### config.mk
export PLATFORM = sky130hd
export DESIGN_NAME = prime_sieve_filter
export DESIGN_NICKNAME = d
export VERILOG_FILES = /design/src/design/psf_pkg.sv /design/src/design/prime_sieve_filter.sv
export SDC_FILE = /design/constraint.sdc
export NUM_CORES = 1
export LEC_CHECK = 0
export ABC_AREA = 0
export BUFFER_PORTS_ARGS = -buffer_cell sky130_fd_sc_hd__buf_2
export CORE_MARGIN = 4
export CORE_UTILIZATION = 45
export DETAILED_ROUTE_END_ITERATION = 12
export MAX_ROUTING_LAYER = met4
export PLACE_DENSITY_LB_ADDON = 0.15
export SETUP_SLACK_MARGIN = 0.15
export SYNTH_ARGS = -nofsm -noshare
export SYNTH_HDL_FRONTEND = slang
export SYNTH_SLANG_ARGS = --single-unit
### constraint.sdc
create_clock -name clk_i -period 5.55 [get_ports clk_i]
set_clock_uncertainty 0.15 [all_clocks]
set_input_delay 0.2775 -clock clk_i [delete_from_list [all_inputs] [get_ports clk_i]]
set_output_delay 0.2775 -clock clk_i [all_outputs]
set_load 0.05 [all_outputs]
### src/design/psf_pkg.sv
// Package with the shared sizes and state codes of the prime sieve filter.
`timescale 1ns / 1ps

package psf_pkg;

  // Table depth and the width of the tested values.
  localparam int unsigned MaxStages = 16;
  localparam int unsigned ValueBits = 16;

  // Derived widths for the table index, the fill count and the bit counter.
  localparam int unsigned IndexBits = (MaxStages > 1) ? $clog2(MaxStages) : 1;
  localparam int unsigned CountBits = $clog2(MaxStages + 1);
  localparam int unsigned BitCntBits = $clog2(ValueBits);

  // Sequencer state codes.
  localparam int unsigned StateBits = 2;
  localparam logic [StateBits-1:0] StIdle = 2'd0;
  localparam logic [StateBits-1:0] StDiv  = 2'd1;
  localparam logic [StateBits-1:0] StEmit = 2'd2;

  typedef logic [ValueBits-1:0] value_t;

endpackage

### src/design/prime_sieve_filter.sv
// Top level of the prime sieve filter: trial division against a table of survivors.
`timescale 1ns / 1ps

// Usage notes.
// Input channel: candidate_i with in_valid_i; the block drives in_stall_o.
// A beat is taken when valid is high and stall is low. A zero candidate ends
// the stream: it yields an end-mark result and empties the table.
// Output channel: prime_value_o, end_mark_o and table_full_o with out_valid_o;
// the receiver drives out_stall_i. At most one result beat per candidate; a
// candidate divisible by a stored value yields no beat at all.
// Timing: one candidate at a time. A nonzero candidate is checked against each
// stored value in turn in the shared restoring divider (one remainder bit per
// cycle, per stored divisor) and then emitted; a full table holds sixteen entries.
// The result sits in an output register, so the next candidate is accepted
// while a finished result still waits; a further result waits in the emit
// step until the receiver drops stall.
// Reset empties the table, clears the output valid and returns to idle.
module prime_sieve_filter (
  input  logic                   clk_i,
  input  logic                   rst_ni,
  input  logic                   in_valid_i,
  output logic                   in_stall_o,
  input  logic [15:0]            candidate_i,
  output logic                   out_valid_o,
  input  logic                   out_stall_i,
  output logic [15:0]            prime_value_o,
  output logic                   end_mark_o,
  output logic                   table_full_o
);
  import psf_pkg::*;

  logic [StateBits-1:0]  state_q, state_d;
  value_t                table_q [MaxStages];
  logic [CountBits-1:0]  count_q, count_d;
  logic [IndexBits-1:0]  idx_q, idx_d;
  logic [BitCntBits-1:0] bit_q, bit_d;
  value_t                cand_q, cand_d;
  value_t                rem_q, rem_d;
  logic                  end_q, end_d;
  logic                  out_valid_q, out_valid_d;
  value_t                res_value_q, res_value_d;
  logic                  res_end_q, res_end_d;
  logic                  res_full_q, res_full_d;
  logic                  tbl_we;

  logic                  in_accept;
  logic                  out_free;
  value_t                cand_in;
  value_t                divisor;
  logic [ValueBits:0]    trial;
  logic [ValueBits:0]    trial_sub;
  value_t                rem_next;
  logic                  full;

  assign in_stall_o = (state_q != StIdle);
  assign in_accept  = in_valid_i && (state_q == StIdle);
  assign out_free   = !out_valid_q || !out_stall_i;
  assign cand_in    = candidate_i[ValueBits-1:0];
  assign full       = (count_q >= CountBits'(MaxStages));

  // One step of the shared restoring divider: shift in a dividend bit and subtract.
  assign divisor   = table_q[idx_q];
  assign trial     = {rem_q, cand_q[bit_q]};
  assign trial_sub = trial - {1'b0, divisor};
  assign rem_next  = (trial >= {1'b0, divisor}) ? trial_sub[ValueBits-1:0]
                                                : trial[ValueBits-1:0];

  // Sequencer over table entries and remainder bits.
  always_comb begin
    state_d     = state_q;
    count_d     = count_q;
    idx_d       = idx_q;
    bit_d       = bit_q;
    cand_d      = cand_q;
    rem_d       = rem_q;
    end_d       = end_q;
    out_valid_d = out_valid_q && out_stall_i;
    res_value_d = res_value_q;
    res_end_d   = res_end_q;
    res_full_d  = res_full_q;
    tbl_we      = 1'b0;

    unique case (state_q)
      StIdle: begin
        if (in_accept) begin
          cand_d = cand_in;
          idx_d  = '0;
          rem_d  = '0;
          bit_d  = BitCntBits'(ValueBits - 1);
          if (cand_in == '0) begin
            end_d   = 1'b1;
            state_d = StEmit;
          end else if (count_q == '0) begin
            end_d   = 1'b0;
            state_d = StEmit;
          end else begin
            end_d   = 1'b0;
            state_d = StDiv;
          end
        end
      end
      StDiv: begin
        rem_d = rem_next;
        bit_d = bit_q - 1'b1;
        if (bit_q == '0) begin
          // Last remainder bit of this divisor is known.
          if ((rem_next == '0) && (divisor != '0)) begin
            state_d = StIdle;
          end else if (({1'b0, idx_q} + 1'b1) == count_q) begin
            state_d = StEmit;
          end else begin
            idx_d = idx_q + 1'b1;
            rem_d = '0;
            bit_d = BitCntBits'(ValueBits - 1);
          end
        end
      end
      StEmit: begin
        if (out_free) begin
          out_valid_d = 1'b1;
          state_d     = StIdle;
          if (end_q) begin
            res_value_d = '0;
            res_end_d   = 1'b1;
            res_full_d  = 1'b0;
            count_d     = '0;
          end else begin
            res_value_d = cand_q;
            res_end_d   = 1'b0;
            res_full_d  = full;
            if (!full) begin
              tbl_we  = 1'b1;
              count_d = count_q + 1'b1;
            end
          end
        end
      end
      default: begin
        state_d = StIdle;
      end
    endcase
  end

  // Control registers.
  always_ff @(posedge clk_i or negedge rst_ni) begin
    if (!rst_ni) begin
      state_q     <= StIdle;
      count_q     <= '0;
      out_valid_q <= 1'b0;
    end else begin
      state_q     <= state_d;
      count_q     <= count_d;
      out_valid_q <= out_valid_d;
    end
  end

  // Working and result registers.
  always_ff @(posedge clk_i) begin
    idx_q       <= idx_d;
    bit_q       <= bit_d;
    cand_q      <= cand_d;
    rem_q       <= rem_d;
    end_q       <= end_d;
    res_value_q <= res_value_d;
    res_end_q   <= res_end_d;
    res_full_q  <= res_full_d;
  end

  // Table of stored survivors, appended at the fill count.
  always_ff @(posedge clk_i) begin
    if (tbl_we) begin
      table_q[count_q[IndexBits-1:0]] <= cand_q;
    end
  end

  assign out_valid_o   = out_valid_q;
  assign prime_value_o = res_value_q;
  assign end_mark_o    = res_end_q;
  assign table_full_o  = res_full_q;

endmodule

==> Yosys cells after proc, flatten, opt, wreduce, memory -nomap -nowiden <==
Memory sizes are Yosys's and may differ from the RTL's. A register that Yosys moved wholly into a read port is not among the register bits.
Cells that the tools add are included.
{ "word_totals": {"in_bits": 20, "word_cells": 89, "ramBits": 256, "regBits": 67, "mem_count": 1, "out_inout_bits": 20} }
{ "classes": {"eq_ne": 10, "n_reduce_logical": 20, "n_mux": 39, "n_lt_le_gt_ge": 3, "addsub": 5} }
{ "memory_table": {"columns": ["name", "depth", "word_bits", "read_ports", "rd_clocked_by_memory_dff", "write_ports", "line_no", "source"], "rows": [
  ["table_q", 16, 16, 1, 1, 1, "prime_sieve_filter.sv:33", "value_t table_q [MaxStages];"]
]} }
{ "ops": {"columns": ["cell", "count"], "rows": [
  ["$mux 16", 5],
  ["$mux 4", 9],
  ["$logic_not 16->1", 2],
  ["$pmux 16 s2", 1],
  ["$ge 17x16->1", 1],
  ["$pmux 4 s2", 2],
  ["$reduce_bool 16->1", 1],
  ["$sub 16x16->16", 1],
  ["$mux 2", 7],
  ["$ne 2x2->1 const B", 6],
  ["$mux 1", 11],
  ["$mux 5", 2],
  ["$pmux 2 s3", 1],
  ["$reduce_and 2->1", 3],
  ["$add 4x1->5 const B", 1],
  ["$add 5x1->5 const B", 1],
  ["$eq 5x5->1", 1],
  ["$ge 5x5->1 const B", 1],
  ["$logic_not 5->1", 1],
  ["$lt 4x5->1 const B", 1],
  ["$reduce_and 5->1", 1],
  ["$add 4x1->4 const B", 1],
  ["$bmux 1 s4", 1],
  ["$logic_not 4->1", 1],
  ["other kinds (11)", 15]
]} }

==> Depth between registers and ports, before layout <==
Gate-level depths: netlist (run 1).
{ "logic_depth": {"depth_word": 10, "depth_mapped": 19, "depth_no_buf": 14} }

==> Worst setup path before layout (run 1) <==
Ideal clock, no wire load.
{ "synth_path": {"path_type": "flip-flop to flip-flop", "startpoint": "register with a tool-made name", "endpoint": "register bit_q[0], data pin", "required_ps": 5129, "t_arrival_ps": 4681, "slack_ps": 448, "path_stages_with_launch": 20, "synth_period_minus_slack_ps": 5102, "setup_ps": 271, "path_buffers": 5, "path_cell_list": "dfxtp_1 buf_4 buf_6 clkbuf_1 clkbuf_1 mux4_2 a22oi_1 nand2_1 ha_1 fa_1 nor2b_1 o2111ai_1 nand3_1 xnor2_1 or4_1 o41ai_2 o2111ai_4 a41oi_4 buf_6 nand2_1"} }
{ "synth_rtl": {"columns": ["element", "line_no", "source"], "rows": [
  ["to (signal assigned)", "prime_sieve_filter.sv:160", "bit_q <= bit_d;"],
  ["to (decl)", "prime_sieve_filter.sv:36", "logic [BitCntBits-1:0] bit_q, bit_d;"]
]} }

==> impl_metrics.ini, run 1 <==
[run_status]
status = completed

[worst_setup_path]
crit_chain = mux4_2 -> mux4_2 -> inv_1 -> ha_1 -> fa_1 -> nor2b_1 -> o2111ai_1 -> nand3_1 -> xnor2_1 -> or4_1 -> o41ai_2 -> o2111ai_4 -> buf_4 -> and2_1 -> a221o_1
start_kind = flip-flop
crit_top_cell = mux4_2
crit_slowest_cell = edfxtp_1
crit_path_end_kind = flip-flop
max_stage_delay_ps = 630
worst-path-buf-inv = 2
arrival_ps = 5420
critPathMaxFanout = 8
critPathTopFamily = compound AO/OA/AOI/OAI gates
path_class = flip-flop to flip-flop
required_ps = 5790

[logic_synthesis]
async_reset_ff_share_pct = 2.45
avgSynthCellArea_um2 = 17.8
ys_seq_area_share_pct = 69.6
netlist_instances = 788
ys.flop_type = edfxtp_1
ys_ff_latch = 327
synth_warnings = 0
synth_fp_nets = 831
yosys.cell_types.count = 70
synth_area_mm2 = 0.0140
synth-edff-count = 315

[cells_and_area]
antenna_cells = 0
multiInputGateArea_mm2 = 0.00406
layout.nets = 958
syn2layout_area_growth_pct = 16.9
post-route-util_pct = 53.4
nFillCells = 2458
seq_area_mm2 = 0.00974
drive_above_1_share_pct = 25.1

[floorplanning]
die-area_mm2 = 0.0340
initial_core_util_pct = 45.7
die_w_um = 184
core_mm2 = 0.0306
die_height_um = 184
num_rows = 64
io-pin-count = 40

[drt]
drc_errors = 0
post_drt_wl_per_cell_um = 24.0
viasPerCell = 5.80
first_pass_iters = 5
drt-initial-drc-count = 502
totalWireLength_mm = 32.0
vias = 7741
drtAntennaViolNets = 0

[clock_tree]
cts-buffers-inserted = 34
cts_max_level = 2
clock_sink_count = 327
clockBufferDepth = 3
root_buffer = clkbuf_16
clkLatencyLatePin_ps = 520
cts_tree = done
clkTransAtPathRegs_ps = 60

[grt]
grt.total_usage_pct = 19.7
grt_max_degree = 35
grt.overflow.total = 0
grt_pass1_wl_mm = 48.6
antenna_found_initial = 0
grt_pass1_vias = 7984

[sta]
tns_ps = 0
rsz0062_at_grt = false
fmax_ghz = 0.193
hold_viol = 0
slew_headroom_pct = 31.6
min_period_over_period_pct = 93.3
worst_slew_pin_slew_ps = 1020
final-setup-viol-count = 0
fin_crit_ps = 5180
slew_viol_final = 0

[place]
gp_congestion = 0.874
dpl.hpwl_mm = 21.2
io_buffers = 39

[pwr]
ir_worst_vdd_mv = 0.252
leakagePower_nw = 5.59
p_per_area_mw_per_mm2 = 558

[flow_run]
cap_viol_max_count = 0

[worst_hold_path]
min_path_type = input port to flip-flop
## routing by layer
metal	track usage [%]	share of wire, %	vias to the layer above	wire [um]
met2	32.3	50	202	16000
met4	4.79	2.0	0	646
li1	-	-	3460	-
met3	2.76	4.8	50	1550
met5	-	0	-	0
met1	26.4	43	4029	13900
## synth_stat cells (all sizes together) (13+ instances only)
library cell | instances | share of area (%)
inv | 17 | 0.46
o21ai | 13 | 0.47
nor2b | 33 | 1.7
edfxtp | 315 | 68
nand2 | 43 | 1.2
clkbuf | 20 | 0.54
nor2 | 36 | 0.97
buf | 13 | 0.82
mux4 | 69 | 11
a21oi | 21 | 0.75
ha | 22 | 2.0
mux2i | 13 | 0.93
a221oi | 15 | 1.0
a22o | 15 | 0.94
nor3 | 13 | 0.47
## flip-flops by register name (all words and copies together), names as in the netlist, named ones only
| signal | cells |
|---|---|
| state_q | 2 |
| table_full_o | 1 |
| count_q | 5 |
| cand_q | 16 |
| table_q | 256 |
| end_mark_o | 1 |
| idx_q | 4 |
| bit_q | 4 |
| end_q | 1 |
| prime_value_o | 16 |
| rem_q | 16 |
| out_valid_o | 1 |
## cells by family (layout without fill, tap and decap cells)
logic type,Yosys count,count (layout),share of synthesized area [%]
flip-flops,327,327,69.6
AND/OR/NAND/NOR,179,179,6.79
AO/OA/AOI/OAI,107,107,6.14
multiplexers,83,83,12.3
buffers and inverters,50,200,1.82
adder cells (fa/ha/maj),23,23,2.11
XOR/XNOR,19,19,1.19
## where the power goes
group	internal, mW	switching (mW)
logic	1.74	2.14
registers	2.99	0.164
clock network	1.18	0.915
total	5.91	3.22
## layout make-up
class | instances | share of cell area, %
multi-input combinational | 411 | 24.8
sequential | 327 | 59.6
timing repair buffer | 124 | 5.83
inverter | 17 | 0.390
tap | 396 | 3.03
clock buffer | 38 | 5.30
clock inverter | 21 | 1.02
## per-stage QoR
stage / hold WS [ps] / setup WS (ps) / instance area, um2 / instances / power [mW]
after detailed placement: -17.7 / 125 / 15000 / 1251 / 7.01
after CTS: 306 / 243 / 16300 / 1331 / 9.14
after floorplan: -168 / 448 / 14000 / 788 / 5.90
after global routing: 323 / 149 / 16300 / 1334 / 9.65
after global placement: -24.2 / 157 / 15000 / 1251 / 6.96
final: 332 / 372 / 16300 / 1334 / 9.13
## cell usage in the layout (no fill, tap or decap), types with 10 or more instances in the layout
master and count:
edfxtp_1 315, clkbuf_16 34, nand3_1 10, buf_2 39, inv_1 17, mux4_2 61
o21ai_0 11, nor2_1 36, a21oi_1 21, ha_1 22, clkinv_1 12, nor2b_1 29
buf_4 60, dlygate4sd3_1 20, mux2i_1 13, nand2_1 41, xor2_1 11, a22o_1 15
## timing repair
| item | in CTS | in global routing |
|---|---|---|
| hold buffers | 20 | 0 |
| setup buffers | 1 | 3 |
| setup endpoints to repair | 13 | 27 |
| gates resized for setup | 0 | 5 |
| endpoints found under the hold margin | 26 | 0 |
## path summary, 6_finish.rpt
path | startpoint | to | slack, ps | cells after the start
max in group asynchronous | rst_ni | count_q[3] | 4370 | 3
min in group asynchronous | rst_ni | out_valid_o | 600 | 3
max | bit_q[0] | flip-flop | 370 | 15
min reg2reg | out_valid_o | out_valid_o | 380 | 2
max reg2reg | bit_q[0] | flip-flop | 370 | 15
min | candidate_i[11] | cand_q[11] | 330 | 2
(Power assumes the default switching activity.)
==> inputs of run 2 (changes only) <==
--- a/config.mk
+++ b/config.mk
@@ -9,6 +9,7 @@
 export BUFFER_PORTS_ARGS = -buffer_cell sky130_fd_sc_hd__buf_2
 export CORE_MARGIN = 4
 export CORE_UTILIZATION = 45
+export CTS_BUF_LIST = sky130_fd_sc_hd__clkbuf_4 sky130_fd_sc_hd__clkbuf_8
 export DETAILED_ROUTE_END_ITERATION = 12
 export MAX_ROUTING_LAYER = met4
 export PLACE_DENSITY_LB_ADDON = 0.15
==> run 2 against run 1 <==
  * Register-to-register slack worse by 30 ps
  * Sequential power barely moved
  * Wire length up 2.1%
  * Utilization rose by 0.10 points
  * Global-route usage increased by 0.21 points
  * Cell count is 2.7% higher
  * Via count increased by 1.9%
  * First-iteration DRC count grew 10%
  * Hold slack lost 69 ps
  * Total power decreased by 0.32%
  * Largest power group unchanged
  * Non-clock buffer count is 1 higher
==> impl_metrics.ini, run 2 (same netlist as run 1, synthesis figures left out) <==
[run_status]
status = completed

[cells_and_area]
largest_register_ffs = 256
mostFrequentLayoutCells = edfxtp_1, mux4_2, buf_4
finish.instance_area_mm2 = 0.0164
antenna_cells = 0
mostFrequentLayoutCell = edfxtp_1
drive_above_1_share_pct = 27.9
layout.nets = 977
syn2layout_area_growth_pct = 17.1

[sta]
fmax_ghz = 0.192
worst_slack_ps = 346
slew_viol_final = 0
worst_slew_pin_slew_ps = 996
slew_headroom_pct = 33.4
fin_crit_ps = 5200
final-setup-viol-count = 0
hold_viol = 0
tns_ps = 0
min_period_over_period_pct = 93.8
rsz0062_at_grt = false

[clock_tree]
cts_tree = done
clock_sink_count = 327
root_buffer = clkbuf_8
clockBufferDepth = 3
cts-buffers-inserted = 52
clkLatencyLatePin_ps = 590
cts_max_level = 2
clkTransAtPathRegs_ps = 60

[place]
placed_cell_area_mm2 = 0.0150
dpl.hpwl_mm = 21.2
dp_slack_ps = 125
io_buffers = 39
gp_congestion = 0.874

[worst_setup_path]
crit_chain = mux4_2 -> mux4_2 -> inv_1 -> ha_1 -> fa_1 -> nor2b_1 -> o2111ai_1 -> nand3_1 -> xnor2_1 -> or4_1 -> o41ai_2 -> o2111ai_4 -> a41oi_4 -> buf_4 -> nor2b_1
worst-path-buf-inv = 2
critPathTopFamily = compound AO/OA/AOI/OAI gates
start_kind = flip-flop
crit_slowest_cell = edfxtp_1
crit_path_end_kind = flip-flop
max_stage_delay_ps = 630
arrival_ps = 5460
critPathMaxFanout = 17
required_ps = 5800
path_class = flip-flop to flip-flop

[floorplanning]
io-pin-count = 40
num_rows = 64
core_mm2 = 0.0306
die_w_um = 184
initial_core_util_pct = 45.7
die-area_mm2 = 0.0340
die_height_um = 184

[grt]
grt_pass1_vias = 8159
antenna_found_initial = 0
grt.overflow.total = 0
met2_usage_pct = 32.8
busiest_layer = met2
grt.total_usage_pct = 19.9
grt_pass1_wl_mm = 49.4
use_met3_pct = 3.14
grt_max_degree = 35
met1_usage_pct = 26.5

[pwr]
switching_share_pct = 35.6
p_per_area_mw_per_mm2 = 555
leakagePower_nw = 5.66
power.internal_mw = 5.85
p_seq_share_pct = 34.7
ir_worst_vdd_mv = 0.252
clock_power_share_pct = 22.4
netSwitchingPower_mw = 3.24
power_frac_comb_pct = 42.9

[drt]
post_drt_wl_per_cell_um = 23.9
totalWireLength_mm = 32.7
drc_errors = 0
vias = 7887
first_pass_iters = 5
drt-initial-drc-count = 552
drtAntennaViolNets = 0
viasPerCell = 5.76

[worst_hold_path]
min_path_type = input port to flip-flop

[flow_run]
cap_viol_max_count = 0
[run 2: changes by cell type in the layout (fill, tap and decap cells not counted), moves of 2 or more]
| cell | previous run | this run |
|---|---|---|
| clkbuf_4 | 0 | 12 |
| clkinv_8 | 2 | 0 |
| clkinv_1 | 12 | 14 |
| clkinv_2 | 4 | 7 |
| clkbuf_1 | 4 | 0 |
| clkbuf_8 | 0 | 56 |
| clkbuf_16 | 34 | 1 |
[run 2: repair_timing]
item | 4_1_cts | 5_1_grt
endpoints found under the setup margin | 12 | 27
endpoints found under the hold margin | 26 | 0
resized for setup | 0 | 4
buffers inserted | 1 | 3
hold buffers | 20 | 0
gates cloned | 0 | 1
[run 2: path summary, 6_finish.rpt]
kind / depth (start not counted) / slack (ps) / endpoint / start
max reg2reg: 15 / 350 / rem_q[7] / bit_q[0]
max in group asynchronous: 3 / 4440 / count_q[0] / rst_ni
max: 15 / 350 / rem_q[7] / bit_q[0]
min reg2reg: 2 / 370 / out_valid_o / out_valid_o
min in group asynchronous: 3 / 530 / state_q[0] / rst_ni
min: 2 / 260 / cand_q[2] / candidate_i[2]
[run 2: power groups by stage]
stage / clock network (mW) / registers (mW) / logic [mW]
floorplan: 0 / 3.13 / 2.77
global placement: 0 / 3.24 / 3.72
detailed placement: 0 / 3.24 / 3.77
CTS: 2.08 / 3.18 / 3.84
global route: 2.21 / 3.17 / 4.26
finish: 2.04 / 3.16 / 3.90
[run 2: through the flow]
stage | std cells | hold slack [ps] | power (mW) | util [%]
2_1_floorplan | 788 | -168 | 5.90 | -
3_3_place_gp | 1251 | -24.2 | 6.96 | 49.1
6_report | 1370 | 263 | 9.10 | 53.6
3_5_place_dp | 1251 | -17.7 | 7.01 | 49.1
5_1_grt | 1370 | 242 | 9.64 | 53.6
4_1_cts | 1366 | 220 | 9.10 | 53.3
[run 2: area by class of cell]
| class | count | area [um2] |
|---|---|---|
| clock buffers | 68 | 861 |
| flip-flops and latches | 327 | 9740 |
| clock inverters | 26 | 184 |
| well taps | 396 | 495 |
| repair buffers | 125 | 978 |
| multi-input cells | 411 | 4050 |
| inverters | 17 | 63.8 |
| fillers | 2488 | 14200 |
[run 2: routing by layer]
layer  part of all wire, %  vias to the layer above
li1                      -                     3500
met3                   5.5                       58
met4                   1.8                        0
met5                     0                        -
met2                    50                      242
met1                    42                     4087
==> inputs of run 3 (changes only) <==
--- a/config.mk
+++ b/config.mk
@@ -7,6 +7,7 @@
 export LEC_CHECK = 0
 export ABC_AREA = 0
 export BUFFER_PORTS_ARGS = -buffer_cell sky130_fd_sc_hd__buf_2
+export CORE_ASPECT_RATIO = 1.25
 export CORE_MARGIN = 4
 export CORE_UTILIZATION = 45
 export CTS_BUF_LIST = sky130_fd_sc_hd__clkbuf_4 sky130_fd_sc_hd__clkbuf_8
@@ -14,6 +15,7 @@
 export MAX_ROUTING_LAYER = met4
 export PLACE_DENSITY_LB_ADDON = 0.15
 export SETUP_SLACK_MARGIN = 0.15
+export SKIP_CTS_REPAIR_TIMING = 1
 export SYNTH_ARGS = -nofsm -noshare
 export SYNTH_HDL_FRONTEND = slang
 export SYNTH_SLANG_ARGS = --single-unit
==> run 3 against run 2 <==
  * Sequential power hardly changed
  * Largest power group unchanged
  * Clock power is 2% lower
  * First-iteration DRC count is 34% higher
  * Via count is 0.24% higher
  * Critical endpoint is now idx_q[3]
==> impl_metrics.ini, run 3 (same netlist as run 1, synthesis figures left out) <==
[run_status]
status = completed

[sta]
tns_ps = 0
fin_crit_ps = 5110
fmax_ghz = 0.196
worst_slack_ps = 442
worst_slew_pin_slew_ps = 1090
slew_viol_final = 0
rsz0062_at_grt = false
hold_viol = 0
slew_headroom_pct = 27.1
final-setup-viol-count = 0
min_period_over_period_pct = 92.0

[drt]
first_pass_iters = 5
viasPerCell = 5.80
drc_errors = 0
post_drt_wl_per_cell_um = 24.7
drt-initial-drc-count = 742
drtAntennaViolNets = 0
vias = 7906
totalWireLength_mm = 33.6

[floorplanning]
die-area_mm2 = 0.0340
die_height_um = 205
num_rows = 71
initial_core_util_pct = 46.0
die_w_um = 166
core_mm2 = 0.0304
io-pin-count = 40

[clock_tree]
clkLatencyLatePin_ps = 570
clockBufferDepth = 3
root_buffer = clkbuf_8
cts_max_level = 2
clkTransAtPathRegs_ps = 60
cts_tree = done
clock_sink_count = 327
cts-buffers-inserted = 49

[grt]
busiest_layer = met2
grt_pass1_vias = 8173
grt.overflow.total = 0
grt_max_degree = 41
grt.total_usage_pct = 20.2
met1_usage_pct = 23.8
met2_usage_pct = 35.3
grt_pass1_wl_mm = 49.9
antenna_found_initial = 1
use_met3_pct = 3.80

[place]
io_buffers = 39
dpl.cell_count = 1250
dp_slack_ps = 93.8
dpl.hpwl_mm = 21.5
placed_cell_area_mm2 = 0.0150
gp_congestion = 0.917

[pwr]
leakagePower_nw = 5.61
p_per_area_mw_per_mm2 = 553
ir_worst_vdd_mv = 0.707

[cells_and_area]
post-route-util_pct = 53.7
drive_above_1_share_pct = 28.1
mostFrequentLayoutCells = edfxtp_1, mux4_2, clkbuf_8, buf_4, nand2_1
mostFrequentLayoutCell = edfxtp_1
syn2layout_area_growth_pct = 16.7
fin_cells = 1362
largest_register_ffs = 256
nFillCells = 2443
finish.instance_area_mm2 = 0.0163
layout.nets = 967

[worst_setup_path]
path_class = flip-flop to flip-flop
start_kind = flip-flop
arrival_ps = 5200
reg2reg_depth = 17
max_stage_delay_ps = 530
crit_slowest_cell = mux4_2
rrSetupSlack_ps = 440
crit_top_cell = buf_4
r2r_end = idx_q[3]
crit_chain = buf_12 -> buf_12 -> mux4_2 -> a221oi_2 -> buf_4 -> ha_1 -> nand2_1 -> a211o_1 -> a311o_1 -> o21ai_1 -> xor2_1 -> a2111oi_0 -> buf_4 -> o2111ai_4 -> buf_4 -> a21oi_1 -> nor2_1
crit_path_end = idx_q[3]
crit_path_end_kind = flip-flop
critPathMaxFanout = 13
required_ps = 5640

[flow_run]
cap_viol_max_count = 0

[worst_hold_path]
min_path_type = input port to flip-flop
==> run 3: cell types whose count changed in the layout (fill, tap and decap cells not counted), moves of 2 or more <==
cell / delta
a221oi_1: -3
a221oi_2: +2
buf_12: +3
buf_4: -8
clkbuf_4: +7
clkbuf_8: -4
clkinv_1: -8
clkinv_2: -2
clkinvlp_4: +2
nor3_2: +3
nor3_4: -3
==> run 3: cell type report <==
cell class | instances | area (um2) | share of cell area (%)
sequential | 327 | 9740 | 59.7
clock inverter | 16 | 153 | 0.935
timing repair buffer | 118 | 926 | 5.67
antenna | 1 | 2.50 | 0.0153
inverter | 17 | 63.8 | 0.391
clock buffer | 71 | 858 | 5.26
multi-input combinational | 411 | 4070 | 24.9
tap | 401 | 502 | 3.07
==> run 3: worst max-delay path, delay by kind of cell (launching register included) <==
family,cells,cell delay [ps]
DFF,1,420
xor gates and xnor gates,1,360
and+or+nand+nor,2,410
muxes,1,530
buffers and inverters,5,910
adders and majority gates,1,230
AOI/OAI and AO/OA,7,1740
==> run 3: through the flow <==
step                      power, mW  hold slack (ps)
final                          9.03              288
after global routing           9.56              250
after CTS                      9.01             -665
after detailed placement       7.01            -25.3
after global placement         6.96            -27.3
after floorplan                5.90             -168
==> run 3: routing by layer <==
| metal | share of wire [%] | vias up |
|---|---|---|
| met1 | 39 | 4094 |
| met5 | 0 | - |
| met2 | 53 | 272 |
| met3 | 5.5 | 63 |
| met4 | 2.7 | 0 |
| li1 | - | 3477 |
==> run 3: worst min path at each step <==
stage,depth (start not counted),end,startpoint,slack [ps]
finish,2,cand_q[13],candidate_i[13],290
global route,2,cand_q[15],candidate_i[15],250
CTS,1,out_valid_o,rst_ni,-660
detailed placement,1,count_q[1],rst_ni,-30
global placement,1,count_q[0],rst_ni,-30
floorplan,0,count_q[0],rst_ni,-170
==> run 3: power by group <==
group	internal (mW)	leakage [nW]	switching (mW)
Sequential	2.99	3.00	0.181
Clock	1.13	0.533	0.865
Combinational	1.71	2.08	2.15
Total	5.83	5.61	3.20
